**config.mk**
```make
export PLATFORM = sky130hd
export DESIGN_NAME = content_length_deframer_flat
export DESIGN_NICKNAME = d
export VERILOG_FILES = /design/src/rtl/core/cld_pkg.sv /design/src/rtl/core/cld_if.sv /design/src/rtl/core/content_length_deframer.sv /design/src/rtl/core/cld_parse.sv /design/src/flat_wrapper.sv
export SDC_FILE = /design/constraint.sdc
export NUM_CORES = 1
export LEC_CHECK = 0
export BUFFER_PORTS_ARGS = -buffer_cell sky130_fd_sc_hd__buf_4
export CORE_UTILIZATION = 57
export CTS_CLUSTER_SIZE = 28
export DETAILED_ROUTE_END_ITERATION = 7
export HOLD_SLACK_MARGIN = 0.02
export PLACE_DENSITY = 0.88
export SYNTH_ARGS = -nofsm -noshare
export SYNTH_HDL_FRONTEND = slang
export SYNTH_SLANG_ARGS = --single-unit
```
**constraint.sdc**
```tcl
create_clock -name clk -period 4.1 [get_ports clk]
set_clock_uncertainty 0.05 [all_clocks]
set_input_delay 0.82 -clock clk [delete_from_list [all_inputs] [get_ports clk]]
set_output_delay 0.82 -clock clk [all_outputs]
set_load 0.005 [all_outputs]
```
**src/rtl/core/cld_pkg.sv**
```systemverilog
// Shared types, codes and the keyword table for the content-length deframer.
// No dependencies.
package cld_pkg;

  // Default width of the body length counter
  localparam int unsigned LENGTH_WIDTH = 24;

  // Keyword "Content-Length:" length in bytes
  localparam int unsigned KEYWORD_LEN = 15;

  // Result status codes
  localparam logic [2:0] STATUS_BODY      = 3'd0;
  localparam logic [2:0] STATUS_NO_LENGTH = 3'd1;
  localparam logic [2:0] STATUS_ZERO_LEN  = 3'd2;
  localparam logic [2:0] STATUS_TRUNC     = 3'd3;
  localparam logic [2:0] STATUS_BAD_LEN   = 3'd4;

  // Characters of interest
  localparam logic [7:0] CHAR_CR    = 8'h0D;
  localparam logic [7:0] CHAR_LF    = 8'h0A;
  localparam logic [7:0] CHAR_SPACE = 8'h20;
  localparam logic [7:0] CHAR_TAB   = 8'h09;
  localparam logic [7:0] CHAR_VT    = 8'h0B;
  localparam logic [7:0] CHAR_FF    = 8'h0C;
  localparam logic [7:0] CHAR_PLUS  = 8'h2B;
  localparam logic [7:0] CHAR_MINUS = 8'h2D;
  localparam logic [7:0] CHAR_ZERO  = 8'h30;
  localparam logic [7:0] CHAR_NINE  = 8'h39;

  // Result handed from the parser to the output register
  typedef struct packed {
    logic       valid;
    logic [7:0] out_byte;
    logic       last_of_body;
    logic [2:0] status;
  } result_t;

  // Keyword character at a match position
  function automatic logic [7:0] keyword_char(input logic [3:0] pos);
    logic [7:0] c;
    case (pos)
      4'd0:    c = "C";
      4'd1:    c = "o";
      4'd2:    c = "n";
      4'd3:    c = "t";
      4'd4:    c = "e";
      4'd5:    c = "n";
      4'd6:    c = "t";
      4'd7:    c = "-";
      4'd8:    c = "L";
      4'd9:    c = "e";
      4'd10:   c = "n";
      4'd11:   c = "g";
      4'd12:   c = "t";
      4'd13:   c = "h";
      4'd14:   c = ":";
      default: c = 8'h00;
    endcase
    return c;
  endfunction

  // Whitespace skipped before the length value
  function automatic logic is_space(input logic [7:0] b);
    return (b == CHAR_SPACE) || (b == CHAR_TAB) || (b == CHAR_LF) ||
           (b == CHAR_VT) || (b == CHAR_FF) || (b == CHAR_CR);
  endfunction

endpackage

```
**src/rtl/core/cld_if.sv**
```systemverilog
// Valid/ready channel interfaces for the content-length deframer.
// Depends on nothing; widths follow the item fields.
interface cld_in_if;
  logic       valid;
  logic       ready;
  logic [7:0] in_byte;
  logic       stream_end;

  modport source(output valid, in_byte, stream_end, input ready);
  modport sink(input valid, in_byte, stream_end, output ready);
endinterface

interface cld_out_if;
  logic       valid;
  logic       ready;
  logic [7:0] out_byte;
  logic       last_of_body;
  logic [2:0] status;

  modport source(output valid, out_byte, last_of_body, status, input ready);
  modport sink(input valid, out_byte, last_of_body, status, output ready);
endinterface

```
**src/rtl/core/content_length_deframer.sv**
```systemverilog
// Content-length deframer top level: input register, parser, output register.
// Depends on cld_pkg, cld_if.sv and cld_parse.

// The deframer takes one byte per item and returns at most one result item per
// input item, sustaining one item per clock cycle while the output is not stalled. An
// accepted item is parsed while it sits in the input register, and its result is
// loaded into the output register when that register is free or being taken, so
// each result passes through the input register and the output register before
// it is presented; the header and body state is updated once per item, which sets
// that rate.
// Header results are status 1 (no length), 4 (bad or oversize length) or 2
// (zero length); a valid length starts the body without a result. Body bytes
// come out with status 0 and the final one carries last_of_body. An item with
// stream_end set always answers status 3 and resets the framing state.
module content_length_deframer #(
  parameter int unsigned LENGTH_WIDTH = cld_pkg::LENGTH_WIDTH
) (
  input  logic             clk,
  input  logic             rst,
  cld_in_if.sink           rx,
  cld_out_if.source        tx
);

  logic             s1_valid;
  logic [7:0]       s1_byte;
  logic             s1_end;
  logic             out_free;
  logic             s1_go;
  cld_pkg::result_t res;

  assign out_free = !tx.valid || tx.ready;
  assign s1_go    = s1_valid && out_free;
  assign rx.ready = !s1_valid || s1_go;

  // Hold the accepted item
  always_ff @(posedge clk) begin
    if (rst) begin
      s1_valid <= 1'b0;
    end else if (rx.ready) begin
      s1_valid <= rx.valid;
    end
  end

  always_ff @(posedge clk) begin
    if (rx.ready && rx.valid) begin
      s1_byte <= rx.in_byte;
      s1_end  <= rx.stream_end;
    end
  end

  cld_parse #(
    .LENGTH_WIDTH (LENGTH_WIDTH)
  ) u_parse (
    .clk        (clk),
    .rst        (rst),
    .step       (s1_go),
    .in_byte    (s1_byte),
    .stream_end (s1_end),
    .result     (res)
  );

  // Load the result register, drop it once taken
  always_ff @(posedge clk) begin
    if (rst) begin
      tx.valid <= 1'b0;
    end else if (s1_go) begin
      tx.valid <= res.valid;
    end else if (tx.ready) begin
      tx.valid <= 1'b0;
    end
  end

  always_ff @(posedge clk) begin
    if (s1_go) begin
      tx.out_byte     <= res.out_byte;
      tx.last_of_body <= res.last_of_body;
      tx.status       <= res.status;
    end
  end

endmodule

```
**src/rtl/core/cld_parse.sv**
```systemverilog
// Header scanner and body counter: holds the framing state and works out the
// result of one item. Depends on cld_pkg.
module cld_parse #(
  parameter int unsigned LENGTH_WIDTH = cld_pkg::LENGTH_WIDTH
) (
  input  logic              clk,
  input  logic              rst,
  input  logic              step,
  input  logic [7:0]        in_byte,
  input  logic              stream_end,
  output cld_pkg::result_t  result
);

  typedef enum logic [1:0] {
    NUM_SEARCH = 2'd0,
    NUM_SKIP   = 2'd1,
    NUM_DIGITS = 2'd2,
    NUM_DONE   = 2'd3
  } num_phase_t;

  localparam int unsigned PROD_WIDTH = LENGTH_WIDTH + 4;

  logic                    phase;
  logic [1:0]              term_progress;
  logic [3:0]              keyword_position;
  num_phase_t              number_phase;
  logic [LENGTH_WIDTH-1:0] length_value;
  logic                    length_bad;
  logic [LENGTH_WIDTH-1:0] body_remaining;

  logic                    phase_next;
  logic [1:0]              term_progress_next;
  logic [3:0]              keyword_position_next;
  num_phase_t              number_phase_next;
  logic [LENGTH_WIDTH-1:0] length_value_next;
  logic                    length_bad_next;
  logic [LENGTH_WIDTH-1:0] body_remaining_next;

  logic                    is_digit;
  logic [PROD_WIDTH-1:0]   len_ext;
  logic [PROD_WIDTH-1:0]   prod;
  logic                    oversize;
  logic                    term_hit;
  logic                    clear_hdr;

  // Times ten plus digit, by shift and add
  assign is_digit = (in_byte >= cld_pkg::CHAR_ZERO) && (in_byte <= cld_pkg::CHAR_NINE);
  assign len_ext  = {4'd0, length_value};
  assign prod     = (len_ext << 3) + (len_ext << 1) +
                    {{(PROD_WIDTH-4){1'b0}}, 4'(in_byte - cld_pkg::CHAR_ZERO)};
  assign oversize = |prod[PROD_WIDTH-1:LENGTH_WIDTH];

  always_comb begin
    phase_next            = phase;
    term_progress_next    = term_progress;
    keyword_position_next = keyword_position;
    number_phase_next     = number_phase;
    length_value_next     = length_value;
    length_bad_next       = length_bad;
    body_remaining_next   = body_remaining;
    term_hit              = 1'b0;
    clear_hdr             = 1'b0;
    result                = '0;

    if (stream_end) begin
      // End of input: report truncation and reset everything
      result.valid        = 1'b1;
      result.status       = cld_pkg::STATUS_TRUNC;
      phase_next          = 1'b0;
      body_remaining_next = '0;
      clear_hdr           = 1'b1;
    end else if (phase) begin
      // Pass a body byte, mark the final one
      result.valid    = 1'b1;
      result.out_byte = in_byte;
      result.status   = cld_pkg::STATUS_BODY;
      if (body_remaining != '0) begin
        body_remaining_next = body_remaining - LENGTH_WIDTH'(1);
      end
      if (body_remaining <= LENGTH_WIDTH'(1)) begin
        result.last_of_body = 1'b1;
        phase_next          = 1'b0;
        clear_hdr           = 1'b1;
      end
    end else begin
      // Keyword match and length parse
      case (number_phase)
        NUM_SEARCH: begin
          if (in_byte == cld_pkg::keyword_char(keyword_position)) begin
            keyword_position_next = keyword_position + 4'd1;
            if (keyword_position_next >= 4'(cld_pkg::KEYWORD_LEN)) begin
              number_phase_next = NUM_SKIP;
            end
          end else begin
            keyword_position_next = (in_byte == cld_pkg::keyword_char(4'd0)) ? 4'd1 : 4'd0;
          end
        end
        NUM_SKIP, NUM_DIGITS: begin
          if (number_phase == NUM_SKIP && cld_pkg::is_space(in_byte)) begin
            number_phase_next = NUM_SKIP;
          end else if (number_phase == NUM_SKIP && in_byte == cld_pkg::CHAR_PLUS) begin
            number_phase_next = NUM_DIGITS;
          end else if (number_phase == NUM_SKIP && in_byte == cld_pkg::CHAR_MINUS) begin
            length_bad_next   = 1'b1;
            number_phase_next = NUM_DONE;
          end else if (is_digit) begin
            number_phase_next = NUM_DIGITS;
            if (!length_bad) begin
              if (oversize) begin
                length_bad_next   = 1'b1;
                length_value_next = '0;
              end else begin
                length_value_next = prod[LENGTH_WIDTH-1:0];
              end
            end
          end else begin
            number_phase_next = NUM_DONE;
          end
        end
        default: begin
        end
      endcase

      // Track CR LF CR LF
      case (term_progress)
        2'd0: term_progress_next = (in_byte == cld_pkg::CHAR_CR) ? 2'd1 : 2'd0;
        2'd1: term_progress_next = (in_byte == cld_pkg::CHAR_LF) ? 2'd2 :
                                   (in_byte == cld_pkg::CHAR_CR) ? 2'd1 : 2'd0;
        2'd2: term_progress_next = (in_byte == cld_pkg::CHAR_CR) ? 2'd3 : 2'd0;
        default: begin
          if (in_byte == cld_pkg::CHAR_LF) begin
            term_progress_next = 2'd0;
            term_hit           = 1'b1;
          end else begin
            term_progress_next = (in_byte == cld_pkg::CHAR_CR) ? 2'd1 : 2'd0;
          end
        end
      endcase

      // Header end: report or start the body
      if (term_hit) begin
        clear_hdr = 1'b1;
        if (number_phase_next == NUM_SEARCH) begin
          result.valid  = 1'b1;
          result.status = cld_pkg::STATUS_NO_LENGTH;
        end else if (length_bad_next) begin
          result.valid  = 1'b1;
          result.status = cld_pkg::STATUS_BAD_LEN;
        end else if (length_value_next == '0) begin
          result.valid  = 1'b1;
          result.status = cld_pkg::STATUS_ZERO_LEN;
        end else begin
          body_remaining_next = length_value_next;
          phase_next          = 1'b1;
        end
      end
    end

    if (clear_hdr) begin
      term_progress_next    = 2'd0;
      keyword_position_next = 4'd0;
      number_phase_next     = NUM_SEARCH;
      length_value_next     = '0;
      length_bad_next       = 1'b0;
    end
  end

  // Advance the framing state on each processed item
  always_ff @(posedge clk) begin
    if (rst) begin
      phase            <= 1'b0;
      term_progress    <= 2'd0;
      keyword_position <= 4'd0;
      number_phase     <= NUM_SEARCH;
      length_value     <= '0;
      length_bad       <= 1'b0;
      body_remaining   <= '0;
    end else if (step) begin
      phase            <= phase_next;
      term_progress    <= term_progress_next;
      keyword_position <= keyword_position_next;
      number_phase     <= number_phase_next;
      length_value     <= length_value_next;
      length_bad       <= length_bad_next;
      body_remaining   <= body_remaining_next;
    end
  end

endmodule

```
**src/flat_wrapper.sv**
```systemverilog
// flat-port wrapper written by rule: the top's interface ports become plain ports
module content_length_deframer_flat 
#(
  parameter int unsigned LENGTH_WIDTH = cld_pkg::LENGTH_WIDTH
)
  (clk, rst, rx_valid, rx_in_byte, rx_stream_end, rx_ready, tx_valid, tx_out_byte, tx_last_of_body, tx_status, tx_ready);
  cld_in_if rx_i ();
  cld_out_if tx_i ();
  input  logic clk;
  input  logic rst;
  input wire logic [$bits(rx_i.valid)-1:0] rx_valid;
  input wire logic [$bits(rx_i.in_byte)-1:0] rx_in_byte;
  input wire logic [$bits(rx_i.stream_end)-1:0] rx_stream_end;
  output wire logic [$bits(rx_i.ready)-1:0] rx_ready;
  output wire logic [$bits(tx_i.valid)-1:0] tx_valid;
  output wire logic [$bits(tx_i.out_byte)-1:0] tx_out_byte;
  output wire logic [$bits(tx_i.last_of_body)-1:0] tx_last_of_body;
  output wire logic [$bits(tx_i.status)-1:0] tx_status;
  input wire logic [$bits(tx_i.ready)-1:0] tx_ready;
  assign rx_i.valid = rx_valid;
  assign rx_i.in_byte = rx_in_byte;
  assign rx_i.stream_end = rx_stream_end;
  assign rx_ready = rx_i.ready;
  assign tx_valid = tx_i.valid;
  assign tx_out_byte = tx_i.out_byte;
  assign tx_last_of_body = tx_i.last_of_body;
  assign tx_status = tx_i.status;
  assign tx_i.ready = tx_ready;
  content_length_deframer #(.LENGTH_WIDTH(LENGTH_WIDTH)) u_core (.clk(clk), .rst(rst), .rx(rx_i), .tx(tx_i));
endmodule
```
Word-level counts from Yosys, hierarchy flattened
Memories as Yosys holds them, arrays and structs flattened. A register that Yosys moved wholly into a read port is not among the register bits.
Cells that the tools add are included.
{"block": "op_classes", "add_sub_neg": 5, "multipliers": 0, "n_div": 0, "order_cmp": 4, "eq_ne": 20, "n_shift": 0, "muxes": 90, "bitwise": 2, "reduce_logical": 31}
{"operator": "24-bit two-way mux", "n": 19}
{"operator": "1-bit two-way mux", "n": 41}
{"operator": "8-bit by 4-bit == test with 1-bit output (second input constant)", "n": 5}
{"operator": "2-bit two-way mux", "n": 17}
{"operator": "27-bit by 25-bit adder with 28-bit output", "n": 1}
{"operator": "28-bit by 4-bit adder with 28-bit output", "n": 1}
{"operator": "4-bit two-way mux", "n": 7}
{"operator": "8-bit by 6-bit == test with 1-bit output (second input constant)", "n": 3}
{"operator": "24-bit by 1-bit <= comparator with 1-bit output (second input constant)", "n": 1}
{"operator": "24-bit zero test", "n": 1}
{"operator": "8-bit two-way mux", "n": 3}
{"operator": "24-bit nonzero test", "n": 1}
{"operator": "24-bit by 1-bit subtractor with 24-bit output (second input constant)", "n": 1}
{"operator": "3-bit by 2-bit != test with 1-bit output (second input constant)", "n": 3}
{"operator": "8-bit by 7-bit == test with 1-bit output (second input constant)", "n": 1}
{"operator": "8-bit == test", "n": 1}
{"operator": "8-bit by 6-bit >= comparator with 1-bit output (second input constant)", "n": 1}
{"operator": "8-bit by 6-bit <= comparator with 1-bit output (second input constant)", "n": 1}
{"operator": "4-bit OR reduction", "n": 2}
{"operator": "1-bit logical OR", "n": 7}
{"operator": "1-bit logical AND", "n": 6}
{"operator": "2-bit zero test", "n": 3}
{"operator": "2-bit case mux with 3 select lines", "n": 1}
{"operator": "6-bit AND reduction", "n": 1}
{"operator": "other kinds (18)", "n": 24}
{"block": "totals", "regBits": 81, "latchBits": 0, "ramBits": 0, "rom_bits": 112, "inputBits": 13, "output_inout_bits": 14, "wordCells": 168, "memories": 1}
{"name": "(no name shown)", "words": 16, "width": 7, "read_ports": 1, "rd_ports_with_merged_regs": 1, "write_ports": 0, "line": "cld_pkg.sv:41", "source": "case (pos)"}

Logic depth before layout (Yosys ltp)
{"block": "depth", "ltp_word": 20, "mapped_depth": 17, "depth_no_buf": 16}

Hierarchy
A second synthesis with hierarchy kept.
{"block": "unflattened", "hier_cells": 885, "hier_area_um2": 7058.0}
{"module": "cld_parse", "n_inst": 1, "cells_each": 854, "area_each_um2": 6323.6, "seq_area_each_um2": 1301.2}
{"module": "content_length_deframer", "n_inst": 1, "cells_each": 31, "area_each_um2": 734.5, "seq_area_each_um2": 670.6}

Worst setup path after synthesis
No wires, ideal clock.
{"block": "synth_path", "path_kind": "reg-to-reg", "startpoint": "register u_core.s1_byte[3]", "endpoint": "register u_core.u_parse.body_remaining[15]", "setup_ps": 60, "t_arrival_ps": 3932, "required_time_ps": 3990, "setup_slack_ps": 58, "path_stages_with_launch": 16, "n_path_buf": 1, "synth_period_minus_slack_ps": 4042, "cell_sequence": "edfxtp_1 > inv_1 > fa_1 > fa_1 > nand2b_1 > a21oi_1 > o211ai_1 > a211o_1 > a31o_2 > a222oi_1 > nand2_1 > a31o_1 > a211oi_2 > a21o_1 > buf_4 > a32o_1"}
{"block": "synth_between", "elab_chain_cells": 18, "word_cells_on_any_way": 66, "classes_between": "2 x add/sub; 2 x order compare; 12 x eq/ne; 36 x mux; 14 x reduce/logical"}
{"item": "start, declared", "line": "content_length_deframer.sv:25", "source": "logic [7:0] s1_byte;"}
{"item": "start signal, assigned", "line": "content_length_deframer.sv:46", "source": "s1_byte <= rx.in_byte;"}
{"item": "4-bit by 1-bit subtractor with 4-bit output", "line": "cld_parse.sv:50", "source": "{{(PROD_WIDTH-4){1'b0}}, 4'(in_byte - cld_pkg::CHAR_ZERO)};"}
{"item": "28-bit by 4-bit adder with 28-bit output", "line": "cld_parse.sv:49", "source": "assign prod = (len_ext << 3) + (len_ext << 1) +"}
{"item": "4-bit OR reduction", "line": "cld_parse.sv:51", "source": "assign oversize = |prod[PROD_WIDTH-1:LENGTH_WIDTH];"}
{"item": "24-bit two-way mux", "line": "cld_parse.sv:109", "source": "if (oversize) begin"}
{"item": "24-bit two-way mux", "line": "cld_parse.sv:108", "source": "if (!length_bad) begin"}
{"item": "24-bit two-way mux", "line": "cld_parse.sv:106", "source": "end else if (is_digit) begin"}
{"item": "24-bit two-way mux", "line": "cld_parse.sv:103", "source": "end else if (number_phase == NUM_SKIP && in_byte == cld_pkg::CHAR_MINUS) begin"}
{"item": "24-bit two-way mux", "line": "cld_parse.sv:101", "source": "end else if (number_phase == NUM_SKIP && in_byte == cld_pkg::CHAR_PLUS) begin"}
{"item": "[... 2 more ...]"}
{"item": "24-bit two-way mux", "line": "cld_parse.sv:72", "source": "end else if (phase) begin"}
{"item": "24-bit two-way mux", "line": "cld_parse.sv:65", "source": "if (stream_end) begin"}
{"item": "24-bit two-way mux", "line": "cld_parse.sv:149", "source": "end else if (length_value_next == '0) begin"}
{"item": "24-bit two-way mux", "line": "cld_parse.sv:146", "source": "end else if (length_bad_next) begin"}
{"item": "24-bit two-way mux", "line": "cld_parse.sv:143", "source": "if (number_phase_next == NUM_SEARCH) begin"}
{"item": "24-bit two-way mux", "line": "cld_parse.sv:141", "source": "if (term_hit) begin"}
{"item": "24-bit two-way mux", "line": "cld_parse.sv:72"}
{"item": "24-bit two-way mux", "line": "cld_parse.sv:65"}
{"item": "end signal, assigned", "line": "cld_parse.sv:185", "source": "body_remaining <= body_remaining_next;"}
{"item": "end, declared", "line": "cld_parse.sv:29", "source": "logic [LENGTH_WIDTH-1:0] body_remaining;"}
Parallel ways exist; a longest one is shown, timed or not. The select of a mux whose other input is x is not followed.
A chain may end at the register's enable or synchronous reset.

Worst setup path after layout
{"block": "layout_path", "startpoint": "register u_core.u_parse.length_value[21]", "endpoint": "register u_core.u_parse.body_remaining[2]"}
{"block": "layout_between", "elab_chain_cells": 18, "word_cells_on_any_way": 31, "classes_between": "2 x add/sub; 2 x eq/ne; 24 x mux; 3 x reduce/logical"}
{"item": "start, declared", "line": "cld_parse.sv:27", "source": "logic [LENGTH_WIDTH-1:0] length_value;"}
{"item": "start signal, assigned", "line": "cld_parse.sv:183", "source": "length_value <= length_value_next;"}
{"item": "27-bit by 25-bit adder with 28-bit output", "line": "cld_parse.sv:49"}
{"item": "28-bit by 4-bit adder with 28-bit output", "line": "cld_parse.sv:49"}
{"item": "4-bit OR reduction", "line": "cld_parse.sv:51"}
{"item": "24-bit two-way mux", "line": "cld_parse.sv:109"}
{"item": "24-bit two-way mux", "line": "cld_parse.sv:108"}
{"item": "24-bit two-way mux", "line": "cld_parse.sv:106"}
{"item": "24-bit two-way mux", "line": "cld_parse.sv:103"}
{"item": "24-bit two-way mux", "line": "cld_parse.sv:101"}
{"item": "[... 2 more ...]"}
{"item": "24-bit two-way mux", "line": "cld_parse.sv:72"}
{"item": "24-bit two-way mux", "line": "cld_parse.sv:65"}
{"item": "24-bit two-way mux", "line": "cld_parse.sv:149"}
{"item": "24-bit two-way mux", "line": "cld_parse.sv:146"}
{"item": "24-bit two-way mux", "line": "cld_parse.sv:143"}
{"item": "24-bit two-way mux", "line": "cld_parse.sv:141"}
{"item": "24-bit two-way mux", "line": "cld_parse.sv:72"}
{"item": "24-bit two-way mux", "line": "cld_parse.sv:65"}
Parallel ways exist; a longest one is shown, timed or not. The select of a mux whose other input is x is not followed.

==> out/results.tsv <==
stage	metric	value	unit
synth	synth_edf_count	21	
synth	yosysMostFrequentCell	nor2_1	
routing	drt_first_pass_iters	7	
flow_run	drv_cap	0	
clocking	root_buffer	clkbuf_16	
placement	place_congestion	0.975	
synth	synth-seq-area-share	28.6	%
clocking	cts_tree	built	
grt	grt_pass1_vias	6775	
synth	yosys-top-cells-area	dfxtp_1 (19%), ha_1 (11%), edfxtp_1 (9.1%)	
routing	antenna_left	0	
floorplan	die_w	112	um
synth	yosys_warnings	0	
placement	portBuffers	26	
min_path	min-delay-start	u_core.u_parse.body_remaining[19]	
power	p_leak	0.00360	uW
placement	dp_slack	-0.133	ns
routing	remaining_drc_errors	0	
sta	finalCritPeriodShare	101	%
layout	fin_cells	1070	
layout	nets	996	
placement	hpwlAfterDp	14600	um
critical_path	end_kind	flop	
outcome	status	complete, but fails checks	
routing	routed_via_density	6.75	
sta	rsz0062_at_grt	true	
sta	worst_slack	-0.0463	ns
routing	routed_wl	21100	um
critical_path	cp_slowest_cell	ha_1	
layout	areaGrowthSynthToFinish	20.1	%
synth	synthSimpleGateAreaFrac	23.1	%
clocking	cts.clk_slew.worst_paths	0.07	ns
critical_path	crit_type	flop to flop	
synth	yosys.cell_types.count	78	
floorplan	die_y	112	um
clocking	cts_sinks	88	
critical_path	r2r_slack	-0.05	ns
clocking	htree_levels	3	
floorplan	coreArea	11600	um^2
synth	synthCells	853	
grt	overflow	0	
critical_path	worstPathArrival	4.37	ns
synth	syn_area_per_cell	8.09	um^2
min_path	whs_path_depth	2	
routing	routedWlPerCell	19.7	um
synth	muxShareOfSynthArea	1.20	%
floorplan	initial_utilization	59.4	%
synth	ys_ff_latch	88	
synth	synthAdderAreaFrac	11.3	%
synth	synth_compound_gate_area_share	26.2	%
floorplan	ios	27	
min_path	min_to	u_core.u_parse.body_remaining[19]	
synth	synthFlopType	dfxtp_1	
clocking	cts_hold_buffers	0	
grt	grt_pass1_wl	32600	um
clocking	cts_buffer_depth	2	
min_path	hp-class	flop to flop	
critical_path	path_cells	ha_1 > ha_1 > nand4_1 > nor2_1 > nand3_1 > a211o_1 > a31o_2 > a222oi_1 > buf_4 > buf_6 > nand3_1 > o21ai_1 > a21oi_1 > or2_2 > a21oi_1	
critical_path	critPathRequiredTime	4.32	ns
sta	max_freq	241	MHz
power	power_density	229	nW/um^2
critical_path	crit_fanout	11	
grt	grtUsageTotal	32.5	%
synth	synth_xor_area_share	4.70	%
placement	placed_cells	1038	
power	ir_drop	0.286	mV
critical_path	r2r.worst_path.cells	15	
critical_path	worstReg2RegStart	u_core.u_parse.length_value[21]	
sta	drv_slew	0	
sta	hold_violations	0	
sta	period_minus_slack	4.15	ns
sta	setup_viol	13	
grt	grt_start_max_net_pins	55	
outcome	violations	setup timing	
clocking	cts_buffers	9	
synth	synth_top_family_by_area	compound AO/OA/AOI/OAI gates	
critical_path	reg2reg_to	u_core.u_parse.body_remaining[2]	
synth	syn_area	6900	um^2
sta	max_slew.worst_pin.slew	0.834	ns
sta	slew_headroom	44.0	%
routing	via_count	7223	
synth	yosysTopAreaCell	dfxtp_1	
floorplan	die_area	12500	um^2
synth	synth.top_cell.area_share	19.4	%
critical_path	slowest_delay	0.53	ns
floorplan	num_rows	39	
clocking	insertion_delay	0.35	ns
synth	synth_async_sr_flop_share	0	%
layout	drive_gt1_share	21.1	%
routing	drt_iter0_drc	1022	
critical_path	worst_setup_path_start_kind	flop	
synth	synth_nets	927	
grt	antenna_found_initial	0	
synth	synth_commonest_cells	nor2_1 (89), nand2_1 (74), dfxtp_1 (67)	
layout	antenna_cells	0	
critical_path	startpoint	u_core.u_parse.length_value[21]	
## per-layer routing
metal	global-route usage, %	vias up	wire length, um
li1	-	3302	-
met1	41.3	3321	8230
met2	52.2	483	9680
met3	5.82	117	2060
met5	0	-	0
met4	17.8	0	1120
## flip-flops by register name (all words and copies together) (netlist names), named ones only
name and count:
u_core.u_parse.keyword_position 4, u_core.tx.last_of_body 1, u_core.s1_end 1, u_core.tx.status 3, u_core.u_parse.body_remaining 24, u_core.tx.valid 1
u_core.u_parse.length_bad 1, u_core.tx.out_byte 8, u_core.s1_byte 8, u_core.u_parse.term_progress 2, u_core.s1_valid 1, u_core.u_parse.number_phase 2
u_core.u_parse.phase 1, u_core.u_parse.length_value 24
## what timing repair did
item,in CTS,in global routing
pin swaps,11,42
gates cloned,0,0
setup endpoints to repair,23,42
endpoints found under the hold margin,0,0
gates resized for setup,7,62
setup buffers,5,11
## final cells by class
class	instances	area [um^2]
inverter	30	113
fill	848	3330
multi-input combinational	685	4830
clock buffer	10	239
tap	143	179
timing repair buffer	108	867
clock inverter	6	75.1
sequential	88	1980
## cell usage in the layout, fill, tap and decap left out, types with 16 or more instances in the layout
| master | instances |
|---|---|
| buf_4 | 100 |
| nor2_1 | 89 |
| nand2_1 | 74 |
| dfxtp_1 | 58 |
| a21oi_1 | 54 |
| ha_1 | 53 |
| nor3_1 | 30 |
| inv_1 | 25 |
| a22oi_1 | 22 |
| edfxtp_1 | 21 |
| nand3_1 | 19 |
| o21ai_0 | 19 |
| and2_1 | 18 |
| xor2_1 | 17 |
| nor4_1 | 16 |
| o21ai_1 | 16 |
| xnor2_1 | 16 |
## power by group
group | total, uW | leakage (uW) | internal [uW] | switching (uW)
Clock | 873 | 0.000151 | 498 | 375
Sequential | 903 | 0.000761 | 896 | 6.85
Combinational | 125 | 0.00269 | 46.9 | 78.1
## how the worst max path moves through the flow
stage	slack, ns	cells past startpoint	end
3_5_place_dp	-0.13	18	u_core.u_parse.body_remaining[23]
3_3_place_gp	-0.07	18	u_core.u_parse.body_remaining[23]
2_1_floorplan	0.06	15	u_core.u_parse.body_remaining[15]
5_1_grt	-0.17	18	u_core.u_parse.body_remaining[2]
4_1_cts	0.003	14	u_core.u_parse.body_remaining[10]
6_report	-0.05	15	u_core.u_parse.body_remaining[2]
## metrics by stage
step	hold WS [ns]	util (%)	setup TNS, ns	instance area [um^2]	power (uW)
floorplan	0.408	-	0	6900	988
global placement	0.420	65.2	-0.416	7570	1030
detailed placement	0.425	65.2	-1.27	7570	1030
CTS	0.434	68.3	0	7940	1890
global route	0.466	71.4	-3.08	8290	1950
finish	0.461	71.4	-0.376	8290	1900
## kinds of logic (layout without fill, tap and decap cells)
family | count (synthesis) | after routing
AO/OA/AOI/OAI | 255 | 255
flip-flops | 88 | 88
AND/OR/NAND/NOR | 324 | 324
adder cells (fa/ha/maj) | 61 | 61
multiplexers | 8 | 8
buffers and inverters | 80 | 154
XOR/XNOR | 37 | 37
## worst max-delay path: cells and delay by family (launching register included)
| family | cells | cell delay [ns] |
|---|---|---|
| compound gates | 6 | 1.26 |
| simple gates | 5 | 1.08 |
| fa+ha+maj | 2 | 0.83 |
| flops | 1 | 0.47 |
| buf+inv | 2 | 0.38 |
(Power assumes the default switching activity.)
